==> config.mk <==
export PLATFORM = sky130hd
export DESIGN_NAME = http_byte_range_parser_core_flat
export DESIGN_NICKNAME = d
export VERILOG_FILES = /design/src/rtl/hbrp_pkg.sv /design/src/rtl/hbrp_ifs.sv /design/src/rtl/hbrp_parser.sv /design/src/rtl/hbrp_resolve.sv /design/src/rtl/http_byte_range_parser_core.sv /design/src/flat_wrapper.sv
export SDC_FILE = /design/constraint.sdc
export NUM_CORES = 2
export LEC_CHECK = 0
export BUFFER_PORTS_ARGS = -buffer_cell sky130_fd_sc_hd__buf_2
export CORE_MARGIN = 2
export CORE_UTILIZATION = 35
export DETAILED_ROUTE_END_ITERATION = 7
export SLEW_MARGIN = 20
export SYNTH_ARGS = -nofsm -noshare
export SYNTH_HDL_FRONTEND = slang
export SYNTH_SLANG_ARGS = --single-unit
export TNS_END_PERCENT = 10
==> constraint.sdc <==
create_clock -name clk -period 4.8 [get_ports clk]
set_clock_uncertainty 0.1 [all_clocks]
set_input_delay 0 -clock clk [delete_from_list [all_inputs] [get_ports clk]]
set_output_delay 0 -clock clk [all_outputs]
set_load 0.02 [all_outputs]
==> src/rtl/hbrp_pkg.sv <==
package hbrp_pkg;

    localparam int SIZE_W = 63;
    localparam int VAL_W = 64;
    localparam int CNT_W = 5;
    localparam int PCNT_W = 3;
    localparam logic [CNT_W-1:0] MAX_DIGITS = 5'd19;
    localparam logic [PCNT_W-1:0] PREFIX_LAST = 3'd5;

    localparam logic [7:0] CH_ZERO = "0";
    localparam logic [7:0] CH_NINE = "9";
    localparam logic [7:0] CH_COMMA = ",";
    localparam logic [7:0] CH_DASH = "-";
    localparam logic [7:0] CH_UPPER_A = "A";
    localparam logic [7:0] CH_UPPER_Z = "Z";
    localparam logic [7:0] CASE_GAP = 8'd32;

    typedef enum logic [4:0] {
        PH_LEAD   = 5'b00001,
        PH_PREFIX = 5'b00010,
        PH_FIRST  = 5'b00100,
        PH_SECOND = 5'b01000,
        PH_IGNORE = 5'b10000
    } phase_t;

    typedef enum logic [1:0] {
        ST_NONE  = 2'd0,
        ST_VALID = 2'd1,
        ST_UNSAT = 2'd2
    } status_t;

    // Parse state as it stands after the final character of a header value.
    typedef struct packed {
        logic             form_ok;
        logic             has_first;
        logic             has_second;
        logic [VAL_W-1:0] first_value;
        logic [VAL_W-1:0] second_value;
    } snap_t;

    function automatic logic is_ws(input logic [7:0] c);
        return (c == 8'h20) || (c >= 8'h09 && c <= 8'h0D);
    endfunction

    function automatic logic [7:0] prefix_char(input logic [PCNT_W-1:0] idx);
        logic [7:0] r;
        unique case (idx)
            3'd0:    r = "b";
            3'd1:    r = "y";
            3'd2:    r = "t";
            3'd3:    r = "e";
            3'd4:    r = "s";
            3'd5:    r = "=";
            default: r = 8'h00;
        endcase
        return r;
    endfunction

endpackage

==> src/rtl/hbrp_ifs.sv <==
interface hbrp_cfg_if;
    import hbrp_pkg::*;
    logic              valid;
    logic              ready;
    logic [SIZE_W-1:0] file_size;
    modport source (output valid, output file_size, input ready);
    modport sink (input valid, input file_size, output ready);
endinterface

interface hbrp_in_if;
    logic       valid;
    logic       ready;
    logic [7:0] ch;
    logic       char_valid;
    logic       last;
    modport source (output valid, output ch, output char_valid, output last, input ready);
    modport sink (input valid, input ch, input char_valid, input last, output ready);
endinterface

interface hbrp_out_if;
    import hbrp_pkg::*;
    logic              valid;
    logic              ready;
    logic [1:0]        range_status;
    logic [SIZE_W-1:0] range_start;
    logic [SIZE_W-1:0] range_end;
    modport source (output valid, output range_status, output range_start,
                    output range_end, input ready);
    modport sink (input valid, input range_status, input range_start,
                  input range_end, output ready);
endinterface

==> src/rtl/hbrp_parser.sv <==
module hbrp_parser (
    input  logic            clk,
    input  logic            rst_n,
    input  logic            take,
    input  logic [7:0]      ch,
    input  logic            char_valid,
    input  logic            last,
    output hbrp_pkg::snap_t snap
);
    import hbrp_pkg::*;

    typedef struct packed {
        logic [VAL_W-1:0] val;
        logic [CNT_W-1:0] cnt;
        logic             gap;
        logic             bad;
    } side_t;

    phase_t             phase_reg, phase_next;
    logic [PCNT_W-1:0]  pcnt_reg, pcnt_next;
    side_t              first_reg, first_next;
    side_t              second_reg, second_next;
    logic               malformed_reg, malformed_next;

    // One character on one side of the dash: outer whitespace is skipped,
    // digits are gathered as value * 10 + digit.
    function automatic side_t side_step(input side_t s, input logic [7:0] c);
        side_t      r;
        logic [7:0] d;
        r = s;
        d = c - CH_ZERO;
        if (is_ws(c))
        begin
            if (s.cnt != '0)
            begin
                r.gap = 1'b1;
            end
        end
        else if (c < CH_ZERO || c > CH_NINE || s.gap || s.cnt >= MAX_DIGITS)
        begin
            r.bad = 1'b1;
        end
        else
        begin
            r.val = (s.val << 3) + (s.val << 1) + {{(VAL_W-4){1'b0}}, d[3:0]};
            r.cnt = s.cnt + 1'b1;
        end
        return r;
    endfunction

    always_comb
    begin
        logic [7:0] lc;
        side_t      sd;
        phase_next     = phase_reg;
        pcnt_next      = pcnt_reg;
        first_next     = first_reg;
        second_next    = second_reg;
        malformed_next = malformed_reg;
        lc = (ch >= CH_UPPER_A && ch <= CH_UPPER_Z) ? ch + CASE_GAP : ch;
        sd = '0;

        if (take && char_valid)
        begin
            unique case (phase_reg)
                PH_LEAD, PH_PREFIX:
                begin
                    if (phase_reg == PH_LEAD && is_ws(ch))
                    begin
                        phase_next = PH_LEAD;
                    end
                    else if (lc != prefix_char(pcnt_reg))
                    begin
                        malformed_next = 1'b1;
                        phase_next     = PH_IGNORE;
                    end
                    else
                    begin
                        pcnt_next  = pcnt_reg + 1'b1;
                        phase_next = (pcnt_reg == PREFIX_LAST) ? PH_FIRST : PH_PREFIX;
                    end
                end
                PH_FIRST:
                begin
                    if (ch == CH_DASH)
                    begin
                        phase_next = PH_SECOND;
                    end
                    else if (ch == CH_COMMA)
                    begin
                        malformed_next = 1'b1;
                        phase_next     = PH_IGNORE;
                    end
                    else
                    begin
                        sd = side_step(first_reg, ch);
                        if (sd.bad)
                        begin
                            malformed_next = 1'b1;
                            phase_next     = PH_IGNORE;
                        end
                        else
                        begin
                            first_next = sd;
                        end
                    end
                end
                PH_SECOND:
                begin
                    if (ch == CH_COMMA)
                    begin
                        phase_next = PH_IGNORE;
                    end
                    else
                    begin
                        sd = side_step(second_reg, ch);
                        if (sd.bad)
                        begin
                            malformed_next = 1'b1;
                            phase_next     = PH_IGNORE;
                        end
                        else
                        begin
                            second_next = sd;
                        end
                    end
                end
                PH_IGNORE:
                begin
                    phase_next = PH_IGNORE;
                end
                default:
                begin
                    phase_next = PH_LEAD;
                end
            endcase
        end

        // The snapshot sees the value after its final character.
        snap.form_ok      = !malformed_next &&
                            (phase_next == PH_SECOND || phase_next == PH_IGNORE);
        snap.has_first    = (first_next.cnt != '0);
        snap.has_second   = (second_next.cnt != '0);
        snap.first_value  = first_next.val;
        snap.second_value = second_next.val;

        if (take && last)
        begin
            phase_next     = PH_LEAD;
            pcnt_next      = '0;
            first_next     = '0;
            second_next    = '0;
            malformed_next = 1'b0;
        end
    end

    always_ff @(posedge clk or negedge rst_n)
    begin
        if (!rst_n)
        begin
            phase_reg     <= PH_LEAD;
            pcnt_reg      <= '0;
            first_reg     <= '0;
            second_reg    <= '0;
            malformed_reg <= 1'b0;
        end
        else
        begin
            phase_reg     <= phase_next;
            pcnt_reg      <= pcnt_next;
            first_reg     <= first_next;
            second_reg    <= second_next;
            malformed_reg <= malformed_next;
        end
    end

endmodule

==> src/rtl/hbrp_resolve.sv <==
module hbrp_resolve (
    input  logic [hbrp_pkg::SIZE_W-1:0] file_size,
    input  hbrp_pkg::snap_t             snap,
    output hbrp_pkg::status_t           status,
    output logic [hbrp_pkg::SIZE_W-1:0] start,
    output logic [hbrp_pkg::SIZE_W-1:0] stop
);
    import hbrp_pkg::*;

    logic [VAL_W-1:0]  f;
    logic [SIZE_W-1:0] f_m1;
    logic [VAL_W-1:0]  suffix_start;
    logic              f_zero;
    logic              second_ge_f;
    logic              first_ge_f;
    logic              reversed;

    assign f            = {1'b0, file_size};
    assign f_zero       = (file_size == '0);
    assign f_m1         = f_zero ? '0 : file_size - 1'b1;
    assign suffix_start = f - snap.second_value;
    assign second_ge_f  = (snap.second_value >= f);
    assign first_ge_f   = (snap.first_value >= f);
    assign reversed     = (snap.second_value < snap.first_value);

    always_comb
    begin
        status = ST_NONE;
        start  = '0;
        stop   = f_m1;
        if (snap.form_ok)
        begin
            if (!snap.has_first)
            begin
                // Suffix range: the last N bytes of the resource.
                if (!snap.has_second)
                begin
                    status = ST_NONE;
                end
                else if (snap.second_value == '0 || f_zero)
                begin
                    status = ST_UNSAT;
                end
                else
                begin
                    status = ST_VALID;
                    start  = second_ge_f ? '0 : suffix_start[SIZE_W-1:0];
                end
            end
            else if (snap.has_second && reversed)
            begin
                status = ST_NONE;
            end
            else if (first_ge_f)
            begin
                status = ST_UNSAT;
            end
            else
            begin
                status = ST_VALID;
                start  = snap.first_value[SIZE_W-1:0];
                // An open or overlong end is clamped to the last byte.
                stop   = (!snap.has_second || second_ge_f) ?
                         f_m1 : snap.second_value[SIZE_W-1:0];
            end
        end
    end

endmodule

==> src/rtl/http_byte_range_parser_core.sv <==
// Channel | Direction | Payload                               | Handshake
// cfg     | in        | file_size                             | valid / ready
// din     | in        | ch, char_valid, last                  | valid / ready
// dout    | out       | range_status, range_start, range_end  | valid / ready
//
// One request is taken every cycle while results drain. The character is folded
// into the parse state in the cycle it is accepted; a final request hands a
// snapshot to a second register, and the range decision made on that snapshot
// is registered in the output stage.
// rst_n clears the parse state, the file size and both stage flags at once.
// A stalled output holds its result while the snapshot stage keeps one more;
// with both full, din.ready stays low until dout takes a result.
module http_byte_range_parser_core (
    input  logic              clk,
    input  logic              rst_n,
    hbrp_cfg_if.sink          cfg,
    hbrp_in_if.sink           din,
    hbrp_out_if.source        dout
);
    import hbrp_pkg::*;

    logic [SIZE_W-1:0] file_size_reg;
    snap_t             snap;
    snap_t             snap_reg;
    logic              snap_v_reg, snap_v_next;
    logic              out_v_reg, out_v_next;
    status_t           status;
    logic [SIZE_W-1:0] start;
    logic [SIZE_W-1:0] stop;
    status_t           out_status_reg;
    logic [SIZE_W-1:0] out_start_reg;
    logic [SIZE_W-1:0] out_end_reg;
    logic              out_free;
    logic              snap_move;
    logic              take;

    assign cfg.ready = 1'b1;
    assign out_free  = !out_v_reg || dout.ready;
    assign snap_move = snap_v_reg && out_free;
    assign din.ready = !snap_v_reg || out_free;
    assign take      = din.valid && din.ready;

    hbrp_parser u_parser (
        .clk        (clk),
        .rst_n      (rst_n),
        .take       (take),
        .ch         (din.ch),
        .char_valid (din.char_valid),
        .last       (din.last),
        .snap       (snap)
    );

    hbrp_resolve u_resolve (
        .file_size (file_size_reg),
        .snap      (snap_reg),
        .status    (status),
        .start     (start),
        .stop      (stop)
    );

    always_comb
    begin
        snap_v_next = snap_v_reg;
        if (take && din.last)
        begin
            snap_v_next = 1'b1;
        end
        else if (snap_move)
        begin
            snap_v_next = 1'b0;
        end

        out_v_next = out_v_reg;
        if (snap_move)
        begin
            out_v_next = 1'b1;
        end
        else if (dout.ready)
        begin
            out_v_next = 1'b0;
        end
    end

    always_ff @(posedge clk or negedge rst_n)
    begin
        if (!rst_n)
        begin
            file_size_reg <= '0;
            snap_v_reg    <= 1'b0;
            out_v_reg     <= 1'b0;
        end
        else
        begin
            if (cfg.valid && cfg.ready)
            begin
                file_size_reg <= cfg.file_size;
            end
            snap_v_reg <= snap_v_next;
            out_v_reg  <= out_v_next;
        end
    end

    always_ff @(posedge clk)
    begin
        if (take && din.last)
        begin
            snap_reg <= snap;
        end
        if (snap_move)
        begin
            out_status_reg <= status;
            out_start_reg  <= start;
            out_end_reg    <= stop;
        end
    end

    assign dout.valid        = out_v_reg;
    assign dout.range_status = out_status_reg;
    assign dout.range_start  = out_start_reg;
    assign dout.range_end    = out_end_reg;

endmodule
==> src/flat_wrapper.sv <==
// flat-port wrapper written by rule: the top's interface ports become plain ports
module http_byte_range_parser_core_flat import hbrp_pkg::*;
  (clk, rst_n, cfg_valid, cfg_file_size, cfg_ready, din_valid, din_ch, din_char_valid, din_last, din_ready, dout_valid, dout_range_status, dout_range_start, dout_range_end, dout_ready);
  hbrp_cfg_if cfg_i ();
  hbrp_in_if din_i ();
  hbrp_out_if dout_i ();
  input  logic clk;
  input  logic rst_n;
  input wire logic [$bits(cfg_i.valid)-1:0] cfg_valid;
  input wire logic [$bits(cfg_i.file_size)-1:0] cfg_file_size;
  output wire logic [$bits(cfg_i.ready)-1:0] cfg_ready;
  input wire logic [$bits(din_i.valid)-1:0] din_valid;
  input wire logic [$bits(din_i.ch)-1:0] din_ch;
  input wire logic [$bits(din_i.char_valid)-1:0] din_char_valid;
  input wire logic [$bits(din_i.last)-1:0] din_last;
  output wire logic [$bits(din_i.ready)-1:0] din_ready;
  output wire logic [$bits(dout_i.valid)-1:0] dout_valid;
  output wire logic [$bits(dout_i.range_status)-1:0] dout_range_status;
  output wire logic [$bits(dout_i.range_start)-1:0] dout_range_start;
  output wire logic [$bits(dout_i.range_end)-1:0] dout_range_end;
  input wire logic [$bits(dout_i.ready)-1:0] dout_ready;
  assign cfg_i.valid = cfg_valid;
  assign cfg_i.file_size = cfg_file_size;
  assign cfg_ready = cfg_i.ready;
  assign din_i.valid = din_valid;
  assign din_i.ch = din_ch;
  assign din_i.char_valid = din_char_valid;
  assign din_i.last = din_last;
  assign din_ready = din_i.ready;
  assign dout_valid = dout_i.valid;
  assign dout_range_status = dout_i.range_status;
  assign dout_range_start = dout_i.range_start;
  assign dout_range_end = dout_i.range_end;
  assign dout_i.ready = dout_ready;
  http_byte_range_parser_core u_core (.clk(clk), .rst_n(rst_n), .cfg(cfg_i), .din(din_i), .dout(dout_i));
endmodule
### Yosys cells after proc, flatten, opt, wreduce, memory -nomap -nowiden

Index checks and enable logic that the tools add are counted.

| operators by class | value |
|---|---|
| add/sub/neg operators | 11 |
| multiply operators | 0 |
| divide/modulo/power cells | 0 |
| magnitude comparators | 11 |
| equality and inequality tests | 22 |
| shift operators | 0 |
| multiplexer cells | 82 |
| bitwise logic cells | 0 |
| reduce and logical (&&, ||, !) cells | 46 |

Operator list:

| kind | number |
|---|---|
| 71-bit 2-to-1 mux | 11 |
| 63-bit 2-to-1 mux | 12 |
| 69-bit 2-to-1 mux | 4 |
| 64-bit by 4-bit adder with 64-bit output | 2 |
| 64-bit adder | 2 |
| 64-bit by 63-bit greater-or-equal comparator with 1-bit output | 2 |
| 64-bit zero test | 1 |
| 64-bit less-than comparator | 1 |
| 63-bit zero test | 1 |
| 63-bit by 1-bit subtractor with 63-bit output, second input constant | 1 |
| 63-bit subtractor | 1 |
| 5-bit 2-to-1 mux | 9 |
| 7-bit case mux with 6 select lines | 1 |
| 8-bit 2-to-1 mux | 4 |
| 1-bit 2-to-1 mux | 28 |
| 8-bit by 6-bit equality test with 1-bit output, second input constant | 3 |
| 5-bit case mux with 4 select lines | 1 |
| 5-bit nonzero test | 4 |
| 3-bit 2-to-1 mux | 6 |
| 2-bit nonzero test | 9 |
| 2-bit by 1-bit != test with 1-bit output, second input constant | 6 |
| 1-bit logical OR | 11 |
| 5-bit by 1-bit adder with 5-bit output, second input constant | 2 |
| 5-bit by 4-bit equality test with 1-bit output, second input constant | 2 |
| other kinds (28) | 48 |

| storage, ports and cells | value |
|---|---|
| flip-flop bits (word level) | 475 |
| latch bits | 0 |
| RAM bits | 0 |
| bits in read-only memories | 0 |
| input port bits | 78 |
| logic and storage cells | 194 |
| memories kept | 0 |

### Longest topological paths before layout

| depth | value |
|---|---|
| depth after elaboration | 18 |
| gate-level depth with buffers | 16 |

### Hierarchy

A second synthesis with hierarchy kept.

| second synthesis, totals | value |
|---|---|
| cells, all modules | 4143 |
| area, all modules | 38313.0 um^2 |

Modules (own cells, without submodules):

| module | times used | cells an instance | area an instance (um^2) |
|---|---|---|---|
| hbrp_parser | 1 | 2058 | 16517.1 |
| hbrp_resolve | 1 | 1681 | 11268.3 |
| http_byte_range_parser_core | 1 | 404 | 10527.6 |

### Worst setup path before layout

No wires, ideal clock.

| timing | value |
|---|---|
| kind | flip-flop to flip-flop |
| start point | register u_core.out_v_reg, in the netlist u_core.dout.valid |
| end point | register u_core.snap_reg[0] in the netlist's numbering (enable) |
| arrival | 4.762 ns |
| data required time | 4.153 ns |
| path slack | -0.608 ns |
| cell stages (with the launch flop) | 5 |
| path through | dfrtp_1 > nand3b_1 > nand3_1 > clkinv_1 > clkbuf_1 |

| between the ends | value |
|---|---|
| cells in the longest elaborated chain, start to end | 5 |

Ends and longest elaborated chain:

| what | line | source |
|---|---|---|
| start: declaration | http_byte_range_parser_core.sv:26 | `logic out_v_reg, out_v_next;` |
| start signal: assignment | http_byte_range_parser_core.sv:99 | `out_v_reg <= out_v_next;` |
| 1-bit zero test | http_byte_range_parser_core.sv:38 | `assign out_free = !out_v_reg \|\| dout.ready;` |
| 1-bit logical OR | http_byte_range_parser_core.sv:38 |  |
| 1-bit logical OR | http_byte_range_parser_core.sv:40 | `assign din.ready = !snap_v_reg \|\| out_free;` |
| via din_ready | flat_wrapper.sv:16 | `output wire logic [$bits(din_i.ready)-1:0] din_ready;` |
| 1-bit logical AND | http_byte_range_parser_core.sv:41 | `assign take = din.valid && din.ready;` |
| 1-bit logical AND | http_byte_range_parser_core.sv:105 | `if (take && din.last)` |
| end signal: assignment | http_byte_range_parser_core.sv:107 | `snap_reg <= snap;` |
| end: declaration | http_byte_range_parser_core.sv:24 | `snap_t snap_reg;` |

The timed path passes the listed nets, and every way through them passes these cells.
A chain may end at the register's enable or synchronous reset.

### Worst setup path after layout

| timing | value |
|---|---|
| start point | register u_core.file_size_reg[9] |
| end point | register u_core.out_end_reg[0], in the netlist u_core.dout.range_end[0] (data pin) |

| between the ends | value |
|---|---|
| cells in the longest elaborated chain, start to end | 7 |
| elaborated cells on any way between the ends | 10 |

Ends and longest elaborated chain:

| what | line | source |
|---|---|---|
| start: declaration | http_byte_range_parser_core.sv:22 | `logic [SIZE_W-1:0] file_size_reg;` |
| start signal: assignment | http_byte_range_parser_core.sv:96 | `file_size_reg <= cfg.file_size;` |
| 64-bit by 63-bit greater-or-equal comparator with 1-bit output / 63-bit zero test (equally long branches) | hbrp_resolve.sv:22, hbrp_resolve.sv:19 |  |
| 1-bit logical OR / 63-bit 2-to-1 mux (equally long branches) | hbrp_resolve.sv:63, hbrp_resolve.sv:20 |  |
| 63-bit 2-to-1 mux | hbrp_resolve.sv:63 | `stop = (!snap.has_second \|\| second_ge_f) ?` |
| 63-bit 2-to-1 mux | hbrp_resolve.sv:54 | `else if (first_ge_f)` |
| 63-bit 2-to-1 mux | hbrp_resolve.sv:50 | `else if (snap.has_second && reversed)` |
| 63-bit 2-to-1 mux | hbrp_resolve.sv:33 | `if (!snap.has_first)` |
| 63-bit 2-to-1 mux (*) | hbrp_resolve.sv:31 | `if (snap.form_ok)` |
| via u_core.stop[0] | http_byte_range_parser_core.sv:29 | `logic [SIZE_W-1:0] stop;` |
| end signal: assignment | http_byte_range_parser_core.sv:113 | `out_end_reg <= stop;` |
| end: declaration | http_byte_range_parser_core.sv:32 | `logic [SIZE_W-1:0] out_end_reg;` |

Mark *: on every way through the listed nets, which the timed path passes. The rest lies on a longest branch.

==> impl_metrics.ini <==
[status]
outcome = finished clean

[cts]
clk_latency_ns = 0.64
cts_sinks = 473
cts_root_buf = clkbuf_16
clk_path_buf_depth = 3
numCtsBuffers = 55
cts_tree = done
htree_levels = 2
clk_pin_slew_ns = 0.06

[power]
finalPower_w = 0.0111
powerDensity_mw_per_mm2 = 257
ir_drop_mv = 0.249
power_leakage_nw = 19.9

[global_route]
grt_pass1_wl_mm = 178
grt_pass1_vias = 30300
use_met3 = 0.0244
grtUsageMet2 = 0.323
overflow = 0
met1_usage = 0.306
antenna_found_initial = 3
busiest_layer = met2
grt_max_degree = 115
track_usage = 0.209

[synth]
synthCells = 4027
ys_seq_area_frac = 0.354
synth_top_area_share = 0.210
synth-simple-area-share = 0.162
synthFlopType = edfxtp_1
ys_ff_latch = 473
syn-num-nets = 4616
syn_area_mm2 = 0.0371
synth.avg_cell_area_um2 = 9.21
synthTopCellsByArea = edfxtp_1 (21%), ha_1 (17%), dfrtp_1 (14%)
yosys.area.top_type = edfxtp_1
synth_edf_count = 259
synth.distinct_cells = 99
muxShareOfSynthArea = 0.0246
synth-xor-area-share = 0.0541
yosysWarnings = 0
synth_top_family_by_area = compound AO/OA/AOI/OAI gates
synth-compound-area-share = 0.186
async_flop_share = 0.452
synthAdderAreaFrac = 0.173

[cells_and_area]
nFillCells = 10300
drive_gt1_frac = 0.115
nNetsFinal = 4918
largest_register_ffs = 131
synthToLayoutAreaGrowth_pct = 16.6

[floorplanning]
die_width_um = 330
dieHeight_um = 330
initial_utilization = 0.352
rows = 119
ios = 209
core_mm2 = 0.105
die-area_mm2 = 0.109

[sta]
maxSlewViolCount = 0
hold_violations = 0
fin_crit_ns = 4.65
holdWs_ns = 0.0406
slew_headroom = 0.346
finalCritPeriodShare = 0.969
fmax_ghz = 0.215
setup_violations = 0
rsz0062_at_grt = false
worst_slew_pin_slew_ns = 0.981

[placement]
gp_congestion = 0.949
port_buffers = 207
hpwlAfterDp_mm = 89.0

[drt]
routed_wl_mm = 116
ant_nets = 0
vias_per_cell = 5.43
drt_pass1_iterations = 6
drcViolationCount = 0
drtIter0Drc = 2426
wire_per_inst_um = 20.0
vias = 31400

[critical_path]
path_max_fanout = 49
worstPathArrival_ns = 4.91
start_kind = flip-flop
critPathCaptureType = flip-flop
path_class = reg2reg
cp.required_ns = 5.06

[worst_hold_path]
hold_path_class = in2reg

[flow_run]
drv_cap = 0
## cell usage after synthesis (111+ instances only)
master,number
a21oi_1,286
dfrtp_1,213
a21o_1,147
ha_1,506
and2_1,111
inv_1,266
nor2_1,222
edfxtp_1,259
clkbuf_1,136
o21ai_0,292
xnor2_1,160
nand2_1,432
## final timing paths
check                                                   startpoint                                       to  slack, ns  cells after the start
hold reg to reg            u_core.u_parser.malformed_reg$_DFF_PN0_  u_core.u_parser.malformed_reg$_DFF_PN0_       0.39                      2
setup reg to reg               u_core.file_size_reg[9]$_DFFE_PN0P_       u_core.dout.range_end[0]$_DFFE_PP_       0.15                     13
min in group asynchronous                                    rst_n   u_core.u_parser.phase_reg[0]$_DFF_PN1_       0.42                      3
max in group asynchronous                                    rst_n     u_core.file_size_reg[46]$_DFFE_PN0P_       3.31                      4
hold / removal                                    cfg_file_size[7]      u_core.file_size_reg[7]$_DFFE_PN0P_       0.04                      4
setup / recovery               u_core.file_size_reg[9]$_DFFE_PN0P_       u_core.dout.range_end[0]$_DFFE_PP_       0.15                     13
## area by class of cell
type                            instances  area [µm²]  area share
Multi-Input combinational cell       3117       22300       0.516
Sequential cell                       473       13100       0.304
Timing Repair Buffer                  415        3080      0.0712
Tap cell                             1391        1740      0.0402
Clock buffer                           64        1510      0.0350
Inverter                              267        1010      0.0233
Clock inverter                         39         452      0.0104
Antenna cell                            4        10.0    0.000231
## repair_timing
action	in CTS	in global routing
setup buffers	0	0
gates resized for setup	1	0
cloned	0	0
hold buffers	138	0
pin swaps	0	1
endpoints found under the setup margin	6	1
hold endpoints to repair	231	0
## worst max-delay path, cell delays in order, from the launching register on
cell	delay [ns]
dfrtp_1	0.46
ha_1	0.43
a21oi_1	0.23
o21ai_0	0.21
a211oi_1	0.32
buf_4	0.17
o211ai_1	0.19
a2111oi_0	0.47
buf_4	0.22
o211ai_1	0.10
a21oi_1	0.41
and4_4	0.33
buf_12	0.29
mux2_2	0.39
## stage by stage
stage               setup TNS [ns]  utilization  instances  setup WS [ns]  area (µm²)
finish                           0        0.411       5770          0.149       43200
global route                     0        0.411       5768         0.0439       43200
CTS                              0        0.411       5765          0.185       43200
detailed placement         -0.0215        0.379       5524       -0.00788       39900
global placement                 0        0.379       5524         0.0744       39900
floorplan                        0            -       4027          0.686       37100
## cells in the final DEF (no fill, tap or decap), types with 66 or more instances in the layout
cell type,synthesis,layout
a21o_1,147,147
dfrtp_1,213,213
buf_2,20,205
nor2_1,222,222
inv_1,266,266
xnor2_1,160,160
xor2_1,69,69
mux2_2,66,66
edfxtp_1,259,259
nand2_1,432,432
ha_1,506,506
and2_1,111,110
dlygate4sd3_1,0,137
nor2b_1,73,72
a21oi_1,286,286
o21ai_0,292,292
nand4_1,81,81
## power breakdown
group | leakage [nW] | total, W | switching (W) | internal (W)
sequential | 5.40 | 0.00467 | 0.000181 | 0.00449
combinational | 13.5 | 0.00190 | 0.00114 | 0.000754
clock | 0.959 | 0.00454 | 0.00183 | 0.00270
total | 19.9 | 0.0111 | 0.00316 | 0.00795
## metal layers
metal / part of all wire / vias up
li1: - / 15200
met1: 0.47 / 15000
met2: 0.43 / 1037
met3: 0.062 / 166
met4: 0.030 / 2
met5: 0.00011 / -
## kinds of logic after synthesis
logic type      Yosys count
simple gates           1213
compound gates         1080
fa+ha+maj               511
flops                   473
buf+inv                 437
xor+xnor                229
mux                      83
other cells               1
(Power assumes the default switching activity.)
